[src/design/mlra_pkg.sv]
// ----------------------------------------------------------------------------
// mlra_pkg
// Shared types and constants of the multi-lane running average block.
// ----------------------------------------------------------------------------
package mlra_pkg;

  localparam int LANES_DEF  = 15;
  localparam int LANE_W     = 4;
  localparam int DATA_W     = 32;
  localparam int COUNT_W    = 32;
  localparam int PROD_W     = 64;
  localparam int DEN_W      = COUNT_W + 1;
  localparam int QUOT_W     = PROD_W - DATA_W;
  localparam int CMDQ_DEPTH = 2;

  typedef enum logic {
    OP_ADD   = 1'b0,
    OP_CLEAR = 1'b1
  } op_e;

  typedef enum logic [1:0] {
    CMD_ADD   = 2'd0,
    CMD_CLEAR = 2'd1,
    CMD_SKIP  = 2'd2
  } cmd_kind_e;

  typedef struct packed {
    cmd_kind_e                kind;
    logic [LANE_W-1:0]        lane;
    logic signed [DATA_W-1:0] sample;
    logic                     eor;
  } cmd_t;

  typedef struct packed {
    logic              start;
    logic [PROD_W-1:0] dividend;
    logic [DEN_W-1:0]  divisor;
  } div_req_t;

  typedef struct packed {
    logic              done;
    logic [QUOT_W-1:0] quotient;
  } div_rsp_t;

endpackage

[src/design/mlra_front.sv]
// ----------------------------------------------------------------------------
// mlra_front
// Accepts input words, classifies them and holds them in a short queue.
// ----------------------------------------------------------------------------
module mlra_front #(
  parameter int LANES = mlra_pkg::LANES_DEF
) (
  input  logic                                 clk_i,
  input  logic                                 rst_ni,
  input  logic                                 push,
  output logic                                 full,
  input  logic                                 op_i,
  input  logic [mlra_pkg::LANE_W-1:0]          lane_i,
  input  logic signed [mlra_pkg::DATA_W-1:0]   sample_i,
  input  logic                                 end_of_record_i,
  output mlra_pkg::cmd_t                       cmd_o,
  output logic                                 cmd_valid_o,
  input  logic                                 cmd_pop_i
);
  import mlra_pkg::*;

  localparam int PTR_W = (CMDQ_DEPTH > 1) ? $clog2(CMDQ_DEPTH) : 1;
  localparam int CNT_W = $clog2(CMDQ_DEPTH + 1);

  cmd_t             cmd_in;
  cmd_t             q_mem [CMDQ_DEPTH];
  logic [PTR_W-1:0] wr_ptr_q, wr_ptr_d, rd_ptr_q, rd_ptr_d;
  logic [CNT_W-1:0] cnt_q, cnt_d;
  logic             push_ok, pop_ok;

  always_comb begin
    cmd_in.lane   = lane_i;
    cmd_in.sample = sample_i;
    cmd_in.eor    = end_of_record_i;
    if (op_i == OP_CLEAR) begin
      cmd_in.kind = CMD_CLEAR;
    end else if (32'(lane_i) < 32'(LANES)) begin
      cmd_in.kind = CMD_ADD;
    end else begin
      cmd_in.kind = CMD_SKIP;
    end
  end

  assign full        = (cnt_q == CNT_W'(CMDQ_DEPTH));
  assign cmd_valid_o = (cnt_q != '0);
  assign cmd_o       = q_mem[rd_ptr_q];
  assign push_ok     = push && !full;
  assign pop_ok      = cmd_pop_i && cmd_valid_o;

  always_comb begin
    wr_ptr_d = wr_ptr_q;
    rd_ptr_d = rd_ptr_q;
    if (push_ok) begin
      wr_ptr_d = (wr_ptr_q == PTR_W'(CMDQ_DEPTH - 1)) ? '0 : wr_ptr_q + 1'b1;
    end
    if (pop_ok) begin
      rd_ptr_d = (rd_ptr_q == PTR_W'(CMDQ_DEPTH - 1)) ? '0 : rd_ptr_q + 1'b1;
    end
    unique case ({push_ok, pop_ok})
      2'b10:   cnt_d = cnt_q + 1'b1;
      2'b01:   cnt_d = cnt_q - 1'b1;
      default: cnt_d = cnt_q;
    endcase
  end

  always_ff @(posedge clk_i or negedge rst_ni) begin
    if (!rst_ni) begin
      wr_ptr_q <= '0;
      rd_ptr_q <= '0;
      cnt_q    <= '0;
    end else begin
      wr_ptr_q <= wr_ptr_d;
      rd_ptr_q <= rd_ptr_d;
      cnt_q    <= cnt_d;
    end
  end

  always_ff @(posedge clk_i) begin
    if (push_ok) begin
      q_mem[wr_ptr_q] <= cmd_in;
    end
  end

endmodule

[src/design/mlra_div.sv]
// ----------------------------------------------------------------------------
// mlra_div
// Radix-2 restoring divider, one quotient bit per cycle. The dividend must
// be below divisor * 2^QUOT_W so that the quotient fits QUOT_W bits.
// ----------------------------------------------------------------------------
module mlra_div (
  input  logic               clk_i,
  input  logic               rst_ni,
  input  mlra_pkg::div_req_t req_i,
  output mlra_pkg::div_rsp_t rsp_o
);
  import mlra_pkg::*;

  localparam int STEP_W = $clog2(QUOT_W);

  logic              busy_q, busy_d;
  logic              done_q, done_d;
  logic [STEP_W-1:0] step_q, step_d;
  logic [DEN_W-1:0]  rem_q, rem_d;
  logic [DEN_W-1:0]  den_q, den_d;
  logic [QUOT_W-1:0] acc_q, acc_d;
  logic [DEN_W:0]    trial;
  logic [DEN_W:0]    diff;
  logic              ge;

  assign trial = {rem_q, acc_q[QUOT_W-1]};
  assign diff  = trial - {1'b0, den_q};
  assign ge    = (trial >= {1'b0, den_q});

  always_comb begin
    busy_d = busy_q;
    done_d = 1'b0;
    step_d = step_q;
    rem_d  = rem_q;
    den_d  = den_q;
    acc_d  = acc_q;
    if (req_i.start) begin
      busy_d = 1'b1;
      step_d = '0;
      rem_d  = {1'b0, req_i.dividend[PROD_W-1:QUOT_W]};
      acc_d  = req_i.dividend[QUOT_W-1:0];
      den_d  = req_i.divisor;
    end else if (busy_q) begin
      rem_d  = ge ? diff[DEN_W-1:0] : trial[DEN_W-1:0];
      acc_d  = {acc_q[QUOT_W-2:0], ge};
      step_d = step_q + 1'b1;
      if (step_q == STEP_W'(QUOT_W - 1)) begin
        busy_d = 1'b0;
        done_d = 1'b1;
      end
    end
  end

  always_ff @(posedge clk_i or negedge rst_ni) begin
    if (!rst_ni) begin
      busy_q <= 1'b0;
      done_q <= 1'b0;
      step_q <= '0;
    end else begin
      busy_q <= busy_d;
      done_q <= done_d;
      step_q <= step_d;
    end
  end

  always_ff @(posedge clk_i) begin
    rem_q <= rem_d;
    den_q <= den_d;
    acc_q <= acc_d;
  end

  assign rsp_o.done     = done_q;
  assign rsp_o.quotient = acc_q;

endmodule

[src/design/mlra_back.sv]
// ----------------------------------------------------------------------------
// mlra_back
// Carries out queued commands: lane average store, record count, fold
// sequencer with multiplier and divider, and the result register.
// ----------------------------------------------------------------------------
module mlra_back #(
  parameter int LANES = mlra_pkg::LANES_DEF
) (
  input  logic                                clk_i,
  input  logic                                rst_ni,
  input  mlra_pkg::cmd_t                      cmd_i,
  input  logic                                cmd_valid_i,
  output logic                                cmd_pop_o,
  output mlra_pkg::div_req_t                  div_req_o,
  input  mlra_pkg::div_rsp_t                  div_rsp_i,
  output logic                                out_valid_o,
  input  logic                                pop_i,
  output logic [mlra_pkg::LANE_W-1:0]         lane_out_o,
  output logic signed [mlra_pkg::DATA_W-1:0]  average_o,
  output logic [mlra_pkg::COUNT_W-1:0]        record_count_o
);
  import mlra_pkg::*;

  localparam int IDX_W = (LANES > 1) ? $clog2(LANES) : 1;

  typedef enum logic [4:0] {
    S_IDLE = 5'b00001,
    S_READ = 5'b00010,
    S_MUL  = 5'b00100,
    S_DIV  = 5'b01000,
    S_DONE = 5'b10000
  } state_e;

  state_e                     state_q, state_d;
  logic [COUNT_W-1:0]         count_q, count_d;
  logic [LANE_W-1:0]          lane_q;
  logic signed [DATA_W-1:0]   sample_q;
  logic                       eor_q;
  logic                       neg_q;
  logic signed [PROD_W-1:0]   prod_q;
  logic [DATA_W-1:0]          avg_mem [LANES];
  logic [LANES-1:0]           vld_q, vld_d;
  logic [DATA_W-1:0]          rd_avg_q;
  logic                       rd_vld_q;
  logic                       out_valid_q, out_valid_d;
  logic [LANE_W-1:0]          out_lane_q, out_lane_d;
  logic signed [DATA_W-1:0]   out_avg_q, out_avg_d;
  logic [COUNT_W-1:0]         out_count_q, out_count_d;
  logic                       out_load;
  logic                       pop_ok, slot_free;
  logic [IDX_W-1:0]           rd_idx, wr_idx;
  logic                       mem_we;
  logic [DATA_W-1:0]          mem_wdata;
  logic signed [DATA_W-1:0]   avg_rd;
  logic signed [DATA_W+COUNT_W:0] prod_full;
  logic signed [PROD_W-1:0]   num;
  logic [PROD_W-1:0]          mag;
  logic signed [DATA_W-1:0]   fold_res;
  logic [COUNT_W-1:0]         count_inc;

  assign pop_ok    = pop_i && out_valid_q;
  assign slot_free = !out_valid_q || pop_ok;
  assign cmd_pop_o = (state_q == S_IDLE) && cmd_valid_i && slot_free;
  assign rd_idx    = IDX_W'(cmd_i.lane);
  assign wr_idx    = IDX_W'((state_q == S_DONE) ? lane_q : cmd_i.lane);

  assign avg_rd    = rd_vld_q ? $signed(rd_avg_q) : '0;
  assign prod_full = avg_rd * $signed({1'b0, count_q});
  assign num       = prod_q + PROD_W'(sample_q);
  assign mag       = num[PROD_W-1] ? (~num + 1'b1) : num;
  assign fold_res  = neg_q ? -$signed(div_rsp_i.quotient) : $signed(div_rsp_i.quotient);

  always_comb begin
    logic eor_sel;
    eor_sel   = (state_q == S_DONE) ? eor_q : cmd_i.eor;
    count_inc = (eor_sel && (count_q != '1)) ? count_q + 1'b1 : count_q;
  end

  always_comb begin
    state_d     = state_q;
    count_d     = count_q;
    vld_d       = vld_q;
    mem_we      = 1'b0;
    mem_wdata   = cmd_i.sample;
    out_load    = 1'b0;
    out_lane_d  = cmd_i.lane;
    out_avg_d   = '0;
    out_count_d = count_q;
    div_req_o.start    = 1'b0;
    div_req_o.dividend = mag;
    div_req_o.divisor  = {1'b0, count_q} + 1'b1;
    unique case (state_q)
      S_IDLE: begin
        if (cmd_pop_o) begin
          unique case (cmd_i.kind)
            CMD_CLEAR: begin
              vld_d      = '0;
              count_d    = '0;
              out_load   = 1'b1;
              out_lane_d = '0;
              out_count_d = '0;
            end
            CMD_SKIP: begin
              out_load = 1'b1;
            end
            CMD_ADD: begin
              if (count_q == '0) begin
                mem_we         = 1'b1;
                vld_d[wr_idx]  = 1'b1;
                count_d        = count_inc;
                out_load       = 1'b1;
                out_avg_d      = cmd_i.sample;
                out_count_d    = count_inc;
              end else begin
                state_d = S_READ;
              end
            end
            default: ;
          endcase
        end
      end
      S_READ: state_d = S_MUL;
      S_MUL: begin
        div_req_o.start = 1'b1;
        state_d         = S_DIV;
      end
      S_DIV: begin
        if (div_rsp_i.done) begin
          state_d = S_DONE;
        end
      end
      S_DONE: begin
        if (slot_free) begin
          mem_we        = 1'b1;
          mem_wdata     = fold_res;
          vld_d[wr_idx] = 1'b1;
          count_d       = count_inc;
          out_load      = 1'b1;
          out_lane_d    = lane_q;
          out_avg_d     = fold_res;
          out_count_d   = count_inc;
          state_d       = S_IDLE;
        end
      end
      default: state_d = S_IDLE;
    endcase
    out_valid_d = out_load ? 1'b1 : (pop_ok ? 1'b0 : out_valid_q);
  end

  always_ff @(posedge clk_i or negedge rst_ni) begin
    if (!rst_ni) begin
      state_q     <= S_IDLE;
      count_q     <= '0;
      vld_q       <= '0;
      out_valid_q <= 1'b0;
    end else begin
      state_q     <= state_d;
      count_q     <= count_d;
      vld_q       <= vld_d;
      out_valid_q <= out_valid_d;
    end
  end

  always_ff @(posedge clk_i) begin
    if (mem_we) begin
      avg_mem[wr_idx] <= mem_wdata;
    end
    rd_avg_q <= avg_mem[rd_idx];
  end

  always_ff @(posedge clk_i) begin
    rd_vld_q <= vld_q[rd_idx];
    if (cmd_pop_o) begin
      lane_q   <= cmd_i.lane;
      sample_q <= cmd_i.sample;
      eor_q    <= cmd_i.eor;
    end
    if (state_q == S_READ) begin
      prod_q <= prod_full[PROD_W-1:0];
    end
    if (state_q == S_MUL) begin
      neg_q <= num[PROD_W-1];
    end
    if (out_load) begin
      out_lane_q  <= out_lane_d;
      out_avg_q   <= out_avg_d;
      out_count_q <= out_count_d;
    end
  end

  assign out_valid_o    = out_valid_q;
  assign lane_out_o     = out_lane_q;
  assign average_o      = out_avg_q;
  assign record_count_o = out_count_q;

  a_div_done_in_div: assert property (@(posedge clk_i) disable iff (!rst_ni)
    div_rsp_i.done |-> state_q == S_DIV)
    else $error("divider finished outside the divide state");

  a_count_no_drop: assert property (@(posedge clk_i) disable iff (!rst_ni)
    !(cmd_pop_o && cmd_i.kind == CMD_CLEAR) |=> count_q >= $past(count_q))
    else $error("record count fell without a clear");

  a_result_held: assert property (@(posedge clk_i) disable iff (!rst_ni)
    out_valid_q && !pop_i |=> out_valid_q && $stable(out_avg_q)
      && $stable(out_count_q))
    else $error("waiting result word changed before pop");

endmodule

[src/design/multi_lane_running_average_core.sv]
// ----------------------------------------------------------------------------
// multi_lane_running_average_core
// Cumulative average per lane with a shared record count.
//
//   channel  | handshake          | word
//   ---------+--------------------+-------------------------------------------
//   input    | push / full        | op_i, lane_i, sample_i, end_of_record_i
//   result   | pop / empty        | lane_out_o, average_o, record_count_o
//
// Clear, out-of-range lane and first-record words are finished in the idle state.
// A fold steps through store read, 33x32 multiply, 32 divider steps at one
// quotient bit each, and write-back.
// Reset clears count and lane valid bits at once; no sweep.
// A two-word queue sits between input and sequencer; a waiting result
// stalls only the sequencer.
// ----------------------------------------------------------------------------
module multi_lane_running_average_core #(
  parameter int LANES = mlra_pkg::LANES_DEF
) (
  input  logic                                clk_i,
  input  logic                                rst_ni,
  input  logic                                push,
  output logic                                full,
  input  logic                                op_i,
  input  logic [mlra_pkg::LANE_W-1:0]         lane_i,
  input  logic signed [mlra_pkg::DATA_W-1:0]  sample_i,
  input  logic                                end_of_record_i,
  output logic                                empty,
  input  logic                                pop,
  output logic [mlra_pkg::LANE_W-1:0]         lane_out_o,
  output logic signed [mlra_pkg::DATA_W-1:0]  average_o,
  output logic [mlra_pkg::COUNT_W-1:0]        record_count_o
);
  import mlra_pkg::*;

  cmd_t     cmd;
  logic     cmd_valid, cmd_pop, out_valid;
  div_req_t div_req;
  div_rsp_t div_rsp;

  mlra_front #(.LANES(LANES)) u_front (
    .clk_i           (clk_i),
    .rst_ni          (rst_ni),
    .push            (push),
    .full            (full),
    .op_i            (op_i),
    .lane_i          (lane_i),
    .sample_i        (sample_i),
    .end_of_record_i (end_of_record_i),
    .cmd_o           (cmd),
    .cmd_valid_o     (cmd_valid),
    .cmd_pop_i       (cmd_pop)
  );

  mlra_div u_div (
    .clk_i  (clk_i),
    .rst_ni (rst_ni),
    .req_i  (div_req),
    .rsp_o  (div_rsp)
  );

  mlra_back #(.LANES(LANES)) u_back (
    .clk_i          (clk_i),
    .rst_ni         (rst_ni),
    .cmd_i          (cmd),
    .cmd_valid_i    (cmd_valid),
    .cmd_pop_o      (cmd_pop),
    .div_req_o      (div_req),
    .div_rsp_i      (div_rsp),
    .out_valid_o    (out_valid),
    .pop_i          (pop),
    .lane_out_o     (lane_out_o),
    .average_o      (average_o),
    .record_count_o (record_count_o)
  );

  assign empty = !out_valid;

endmodule

[config.mk]
export PLATFORM = sky130hd
export DESIGN_NAME = multi_lane_running_average_core
export DESIGN_NICKNAME = d
export VERILOG_FILES = /design/src/design/mlra_pkg.sv /design/src/design/mlra_front.sv /design/src/design/mlra_div.sv /design/src/design/mlra_back.sv /design/src/design/multi_lane_running_average_core.sv
export SDC_FILE = /design/constraint.sdc
export NUM_CORES = 2
export LEC_CHECK = 0
export CORE_AREA = 2 2 412 414
export DETAILED_ROUTE_END_ITERATION = 10
export DIE_AREA = 0 0 414 416
export DONT_BUFFER_PORTS = 1
export REMOVE_ABC_BUFFERS = 1
export SYNTH_ARGS = -nofsm -noshare
export SYNTH_HDL_FRONTEND = slang
export SYNTH_SLANG_ARGS = --single-unit
[constraint.sdc]
create_clock -name clk_i -period 9.7 [get_ports clk_i]
set_input_delay 2.91 -clock clk_i [delete_from_list [all_inputs] [get_ports clk_i]]
set_output_delay 2.91 -clock clk_i [all_outputs]
set_load 0.01 [all_outputs]
-- After elaboration in Yosys (flattened, before gate mapping)
Memories as Yosys holds them, arrays and structs flattened. A register that Yosys moved wholly into a read port is not among the register bits.
Index checks and enable logic that the tools add are counted.
- add/sub/neg operators: 11
- reduce and logical (&&, ||, !) cells: 20
- order comparisons: 5
- multiply operators: 1
- eq/ne operators: 19
- bitwise logic cells: 2
- muxes and demuxes: 70
- operators with widths (cell ; number):
    $mux W32 ; 16
    $pmux W32 S2 ; 3
    $add A64 B1 Y64 const B ; 1
    $add A64 B32 Y64 ; 1
    $mul A32 B33 Y64 ; 1
    $mux W64 ; 1
    $not A64 Y64 ; 1
    $pmux W15 S2 ; 2
    $mux W15 ; 3
    $mux W5 ; 7
    $ge A34 B33 Y1 ; 1
    $add A32 B1 Y33 const B ; 1
    $mux W33 ; 1
    $sub A33 B33 Y33 ; 1
    $add A32 B1 Y32 const B ; 1
    $logic_not A32 Y1 ; 1
    $ne A32 B32 Y1 const B ; 1
    $neg A32 Y32 ; 1
    $pmux W5 S5 ; 1
    $mux W1 ; 23
    $mux W4 ; 4
    $or A15 B15 Y15 ; 1
    $eq A5 B5 Y1 const B ; 2
    $lt A4 B5 Y1 const B ; 2
    other kinds (28) ; 51
- output and inout bits: 70
- memories kept: 2
- RAM bits: 558
- bits in registers: 333
- word-level logic and storage cells: 153
- bits of input ports: 42
- memories (name ; words ; width ; rd ports ; clocked after Yosys merged registers in ; wr ports ; line ; RTL):
    u_back.avg_mem ; 15 ; 32 ; 1 ; 1 ; 1 ; mlra_back.sv:41 ; logic [DATA_W-1:0] avg_mem [LANES];
    u_front.q_mem ; 2 ; 39 ; 1 ; 0 ; 1 ; mlra_front.sv:26 ; cmd_t q_mem [CMDQ_DEPTH];

-- Logic depth before layout (Yosys ltp)
- depth in word-level cells: 11
- depth in mapped cells: 34

-- Hierarchy
From an unflattened synthesis, not the netlist that was laid out.
- cells, all modules: 6985
- area, all modules: 78022.3 um^2
- by module, submodules not included (module ; instances ; sequential area each (um^2) ; area an instance (um^2) ; cells an instance):
    mlra_back ; 1 ; 21506.9 ; 68624.6 ; 6249
    mlra_div ; 1 ; 3108.0 ; 6373.6 ; 594
    mlra_front ; 1 ; 2442.3 ; 3020.4 ; 141
    multi_lane_running_average_core ; 1 ; 0.0 ; 3.8 ; 1

-- Worst setup path after synthesis
No wires, ideal clock.
- kind: input-to-reg
- from: input port pop
- to: register u_back.out_avg_q[0], in the netlist u_back.average_o[0] (enable)
- data required time: 9.104 ns
- path buffers: 0
- cell stages on the path: 5
- setup slack: -1.196 ns
- arrival time: 10.300 ns
- cell sequence: nand2b_1 -> o21ai_0 -> nor2_1 -> inv_1 -> o31ai_1
- word-level cells in the longest chain between the ends: 5
- elaborated cells on any way between the ends: 6
- those cells by class: mux (3); reduce/logical (3)
- RTL lines (element ; line ; RTL):
    from (decl) ; multi_lane_running_average_core.sv:29 ; input logic pop,
    $logic_and A1 B1 Y1 ; mlra_back.sv:61 ; assign pop_ok = pop_i && out_valid_q;
    $logic_or A1 B1 Y1 ; mlra_back.sv:62 ; assign slot_free = !out_valid_q || pop_ok;
    $logic_and A1 B1 Y1 ; mlra_back.sv:63 ; assign cmd_pop_o = (state_q == S_IDLE) && cmd_valid_i && slot_free;
    via cmd_pop ; multi_lane_running_average_core.sv:37 ; logic cmd_valid, cmd_pop, out_valid;
    $mux W1 ; mlra_back.sv:94 ; if (cmd_pop_o) begin
    $pmux W1 S2 ; mlra_back.sv:92 ; unique case (state_q)
    via u_back.out_load ; mlra_back.sv:49 ; logic out_load;
    to (signal assigned) ; mlra_back.sv:186 ; out_avg_q <= out_avg_d;
    to (decl) ; mlra_back.sv:47 ; logic signed [DATA_W-1:0] out_avg_q, out_avg_d;
The timed path passes the listed nets, and every way through them passes these cells.
A chain may end at the register's enable or synchronous reset.

-- Final worst setup path
- from: register u_back.rd_avg_q[2], read port of u_back.avg_mem
- to: register u_back.prod_q[62] (data pin)
- word-level cells in the longest chain between the ends: 2
- RTL lines (element ; line ; RTL):
    from (decl) ; mlra_back.sv:43 ; logic [DATA_W-1:0] rd_avg_q;
    $mux W32 ; mlra_back.sv:67 ; assign avg_rd = rd_vld_q ? $signed(rd_avg_q) : '0;
    $mul A32 B33 Y64 ; mlra_back.sv:68 ; assign prod_full = avg_rd * $signed({1'b0, count_q});
    via u_back.prod_full[62] ; mlra_back.sv:55 ; logic signed [DATA_W+COUNT_W:0] prod_full;
    to (signal assigned) ; mlra_back.sv:179 ; prod_q <= prod_full[PROD_W-1:0];
    to (decl) ; mlra_back.sv:40 ; logic signed [PROD_W-1:0] prod_q;
The timed path passes the listed nets, and every way through them passes these cells.

==> results.md <==
- Outcome: finished with violations
- Failing checks: capacitance limit
- TNS Setup: 0 ns
- Area delta synth->final: 8.14%
- Antenna viol nets, final: 0
- Synth area leaders: edfxtp_1 32%, fa_1 23%, ha_1 6.3%
- Via density: just under 6
- Power per Cell Area: 224 nW/um^2
- Actual slew at the worst max-slew pin: 1.49 ns
- Post-synth EDFFs: just over 800
- Worst R2R Path Depth: 26
- DRT Pass-1 Iters: 6
- GRT overflow: 0
- Min-delay worst type: reg -> reg
- Sequential fraction of the synthesis area: between 30% and 40%
- Pint: around 10,000 uW
- Comb power frac: between 40% and 50%
- Largest stage delay, worst path: ~1.2 ns
- Average wire per standard cell: between 20 and 30 um
- Register area: 27,100 sq um
- Drc violations: 0
- Iter 0 DRT Violations: about 5,900
- First-pass GRT wire length: between 300,000 and 400,000 um
- Crit-path most repeated cell: fa_1
- Multi-input gate area: ~46,000 sq um
- DP Wirelength: roughly 190,000 um
- Initial antenna violation count: 14
- Fmax: ~0.11 GHz
- Final hold vios: 0
- Yosys top cell area share: 31.6%
- Layout Cells excl Fill: 9,815
- Net Switching: between 8000 and 9000 uW
- Hold_buf cts: 0
- I/O pins: between 100 and 150
- # setup viols final: 0
- Final Routed Wirelength: between 200,000 and 300,000 um
- Async set or reset register ratio after synthesis: 6.93%
- Final Critical Period: 9.28 ns
- Yosys warnings: 0
- CP max FO: 27
- Core ar.: about 170,000 sq um
- Hold path cells: 1
- Share of cells above drive strength 1: 6.55%
- # nets final: a little under 9,000
- Fillers: roughly 15,000
- GPL Wtd Cong: 0.964
- Critical Path Sink Type: register
- Initial Util: ~47%
- HP Start: u_front.cnt_q[1]$_DFFE_PN0P_
- R2r endpoint: u_back.prod_q[62]$_DFFE_PP_
- Number of global-route vias before repair: about 58,000
- Slowest CP cell: dfxtp_1
- Clk buf depth: 3
- CTS sink cnt: 923
- Gr usage total: 29.0%
- P_leak: ~0.039 uW
- Yosys cell types: ~110
- Period utilization: between 90 and 100%
- Worst Hold Endpoint: u_front.cnt_q[1]$_DFFE_PN0P_
- Post-placement cell count: a little under 10,000
- Mean post-synth cell area: between 10 and 15 sq um
- DIE WIDTH: around 410 um
- VDD IR-drop max: between 150 and 200 uV
- Worst slew margin: 0.929%
- Largest net degree at the start of global routing: around 140
- Type of origin of the critical path: register
- TritonCTS clock tree: built
- Worst-Skew Late Latency: 0.76 ns
- MaxCap Viol Count: 1
- Die height: approximately 420 um
- Clk pin slew, worst setup/hold paths: about 0.060 ns
- Crit path max-delay family: adder cells
- Buffers on Ports: 0
- Fin. max-slew vios: 0
- Clock power frac: approximately 22%
- Post-synthesis register bit count: approximately 920
- CP Buf/Inv Count: 4
- Most used flip-flop cell after synthesis: edfxtp_1
- Setup WS pre-CTS: 0.461 ns
- Setup slack, reg-to-reg: 0.42 ns
- Crit path launch: u_back.rd_avg_q[2]$_DFF_P_
- Root Buffer: clkbuf_16
- Switching Share: a little under half
- Synth Cell Area: a little under 80,000 sq um
- Full die area: 172,000 sq um
- Cell taking the most area after synthesis: edfxtp_1
- Setup Crit Path Kind: reg -> reg
- Row count: approximately 150
- Cts bufs inserted: between 100 and 150
- Sequential Power Share: approximately a third
- Clock skew: between 0.08 and 0.09 ns
- Minimum setup slack in the final design: approximately 0.42 ns
- Total number of vias: 58,071
- RSZ-0062 raised after global routing: false
- Crit Reg-Reg Startpoint: u_back.rd_avg_q[2]$_DFF_P_
- H-tree Lvls: 3
- Fin util: between 50% and 60%
- Cells after Synth: 7,701
- Arr. time, crit path: between 9 and 10 ns
- WP data required: 10.18 ns
[logic make-up after synthesis]
logic type	count (synthesis)	synth area share [%]
AND/OR/NAND/NOR	2632	16.5
buffers and inverters	1543	7.45
adder cells (fa/ha/maj)	1296	29.3
AO/OA/AOI/OAI	978	8.44
flip-flops	923	34.5
XOR/XNOR	243	2.71
multiplexers	86	1.11
[flip-flops by register name, summed over array words and instances, names as in the netlist, 2 cells and up]
signal,cells
u_back.lane_q,4
u_back.lane_out_o,4
u_back.state_q,5
u_back.average_o,32
u_back.rd_avg_q,32
u_div.den_q,33
u_front.q_mem,78
u_back.count_q,32
u_div.acc_q,32
u_div.rem_q,33
u_back.prod_q,64
u_back.vld_q,15
u_front.cnt_q,2
u_back.record_count_o,32
u_back.avg_mem,480
u_div.step_q,5
u_back.sample_q,32
[placed cells by master (no fill, tap or decap), drive strengths merged, types with 25 or more instances in the layout]
cell type and n:
inv 1036, nand2 1034, fa 899, edfxtp 825, and3 672, ha 397, nand3 350, nor2 270
a21oi 261, buf 217, o21ai 191, xnor2 142, clkbuf 116, xor2 101, mux2i 83, a21o 72
a311oi 67, dfrtp 63, a31oi 60, nor3 51, a211oi 46, clkinv 44, and2 42, o31ai 42
o22ai 38, nand4 36, dfxtp 34, nand2b 30, o211ai 27, or3 25
[stage by stage]
step           instance area (sq um)  power, uW  hold WS, ns
2_1_floorplan                  76400      11200        0.459
3_3_place_gp                   81100      14600        0.479
3_5_place_dp                   81100      14700        0.483
4_1_cts                        84800      18900        0.494
5_1_grt                        84800      19900        0.520
6_report                       84800      19000        0.496
[routing by layer]
metal	part of all wire [%]	up-vias	routed length, um	GRT usage [%]
met5	0.049	-	124	0
met4	4.2	18	10600	11.0
met3	7.6	444	19200	4.39
met2	47	2357	119000	47.2
met1	41	29650	102000	39.2
li1	-	25602	-	-
[cell type report]
cell class              count  share of cell area, %
diodes                      4                 0.0118
repair buffers            217                   1.99
inverters                1028                   4.56
clock buffers             116                   3.12
flip-flops and latches    923                   31.9
clock inverters            74                   1.19
multi-input cells        5235                   53.9
well taps                2218                   3.27
[worst reg2reg max path: cells and delay by family, from the launching register on]
kind | cells | cell delay (ns)
compound gates | 10 | 2.56
xor+xnor | 1 | 0.08
fa+ha+maj | 9 | 4.41
buf+inv | 4 | 0.21
flops | 1 | 1.15
simple gates | 2 | 0.62
[power by group through the flow]
stage | Combinational [uW] | Sequential, uW | Clock [uW]
2_1_floorplan | 5150 | 6070 | 0
3_3_place_gp | 8450 | 6150 | 0
3_5_place_dp | 8530 | 6150 | 0
4_1_cts | 8580 | 6080 | 4260
5_1_grt | 9360 | 6120 | 4410
6_report | 8710 | 6090 | 4200
[what timing repair did]
item	CTS	global route
endpoints found under the setup margin	0	4
gates resized for setup	0	2
setup buffers	0	1
[worst max-delay path by stage]
stage                                       end  cells past startpoint  slack [ns]
finish              u_back.prod_q[62]$_DFFE_PP_                     26        0.42
global route        u_back.prod_q[61]$_DFFE_PP_                     24        0.13
CTS                 u_back.prod_q[61]$_DFFE_PP_                     28        0.41
detailed placement  u_back.prod_q[61]$_DFFE_PP_                     28        0.46
global placement    u_back.prod_q[63]$_DFFE_PP_                     28        0.57
floorplan           u_back.rd_avg_q[10]$_DFF_P_                      6       -8.58
[synth_stat cells, types with 39 or more instances]
library cell and n:
a21o_1 71, a21oi_1 255, clkbuf_1 479, and3_1 672, nand2_1 1034, nor3_1 51
fa_1 899, a211oi_1 44, ha_1 397, o21ai_0 179, dfrtp_1 63, nand3_1 349
a311oi_1 67, and2_1 39, inv_1 1025, xor2_1 101, mux2i_1 83, nor2_1 269
a31oi_1 58, edfxtp_1 825, xnor2_1 142
(Power assumes the default switching activity.)
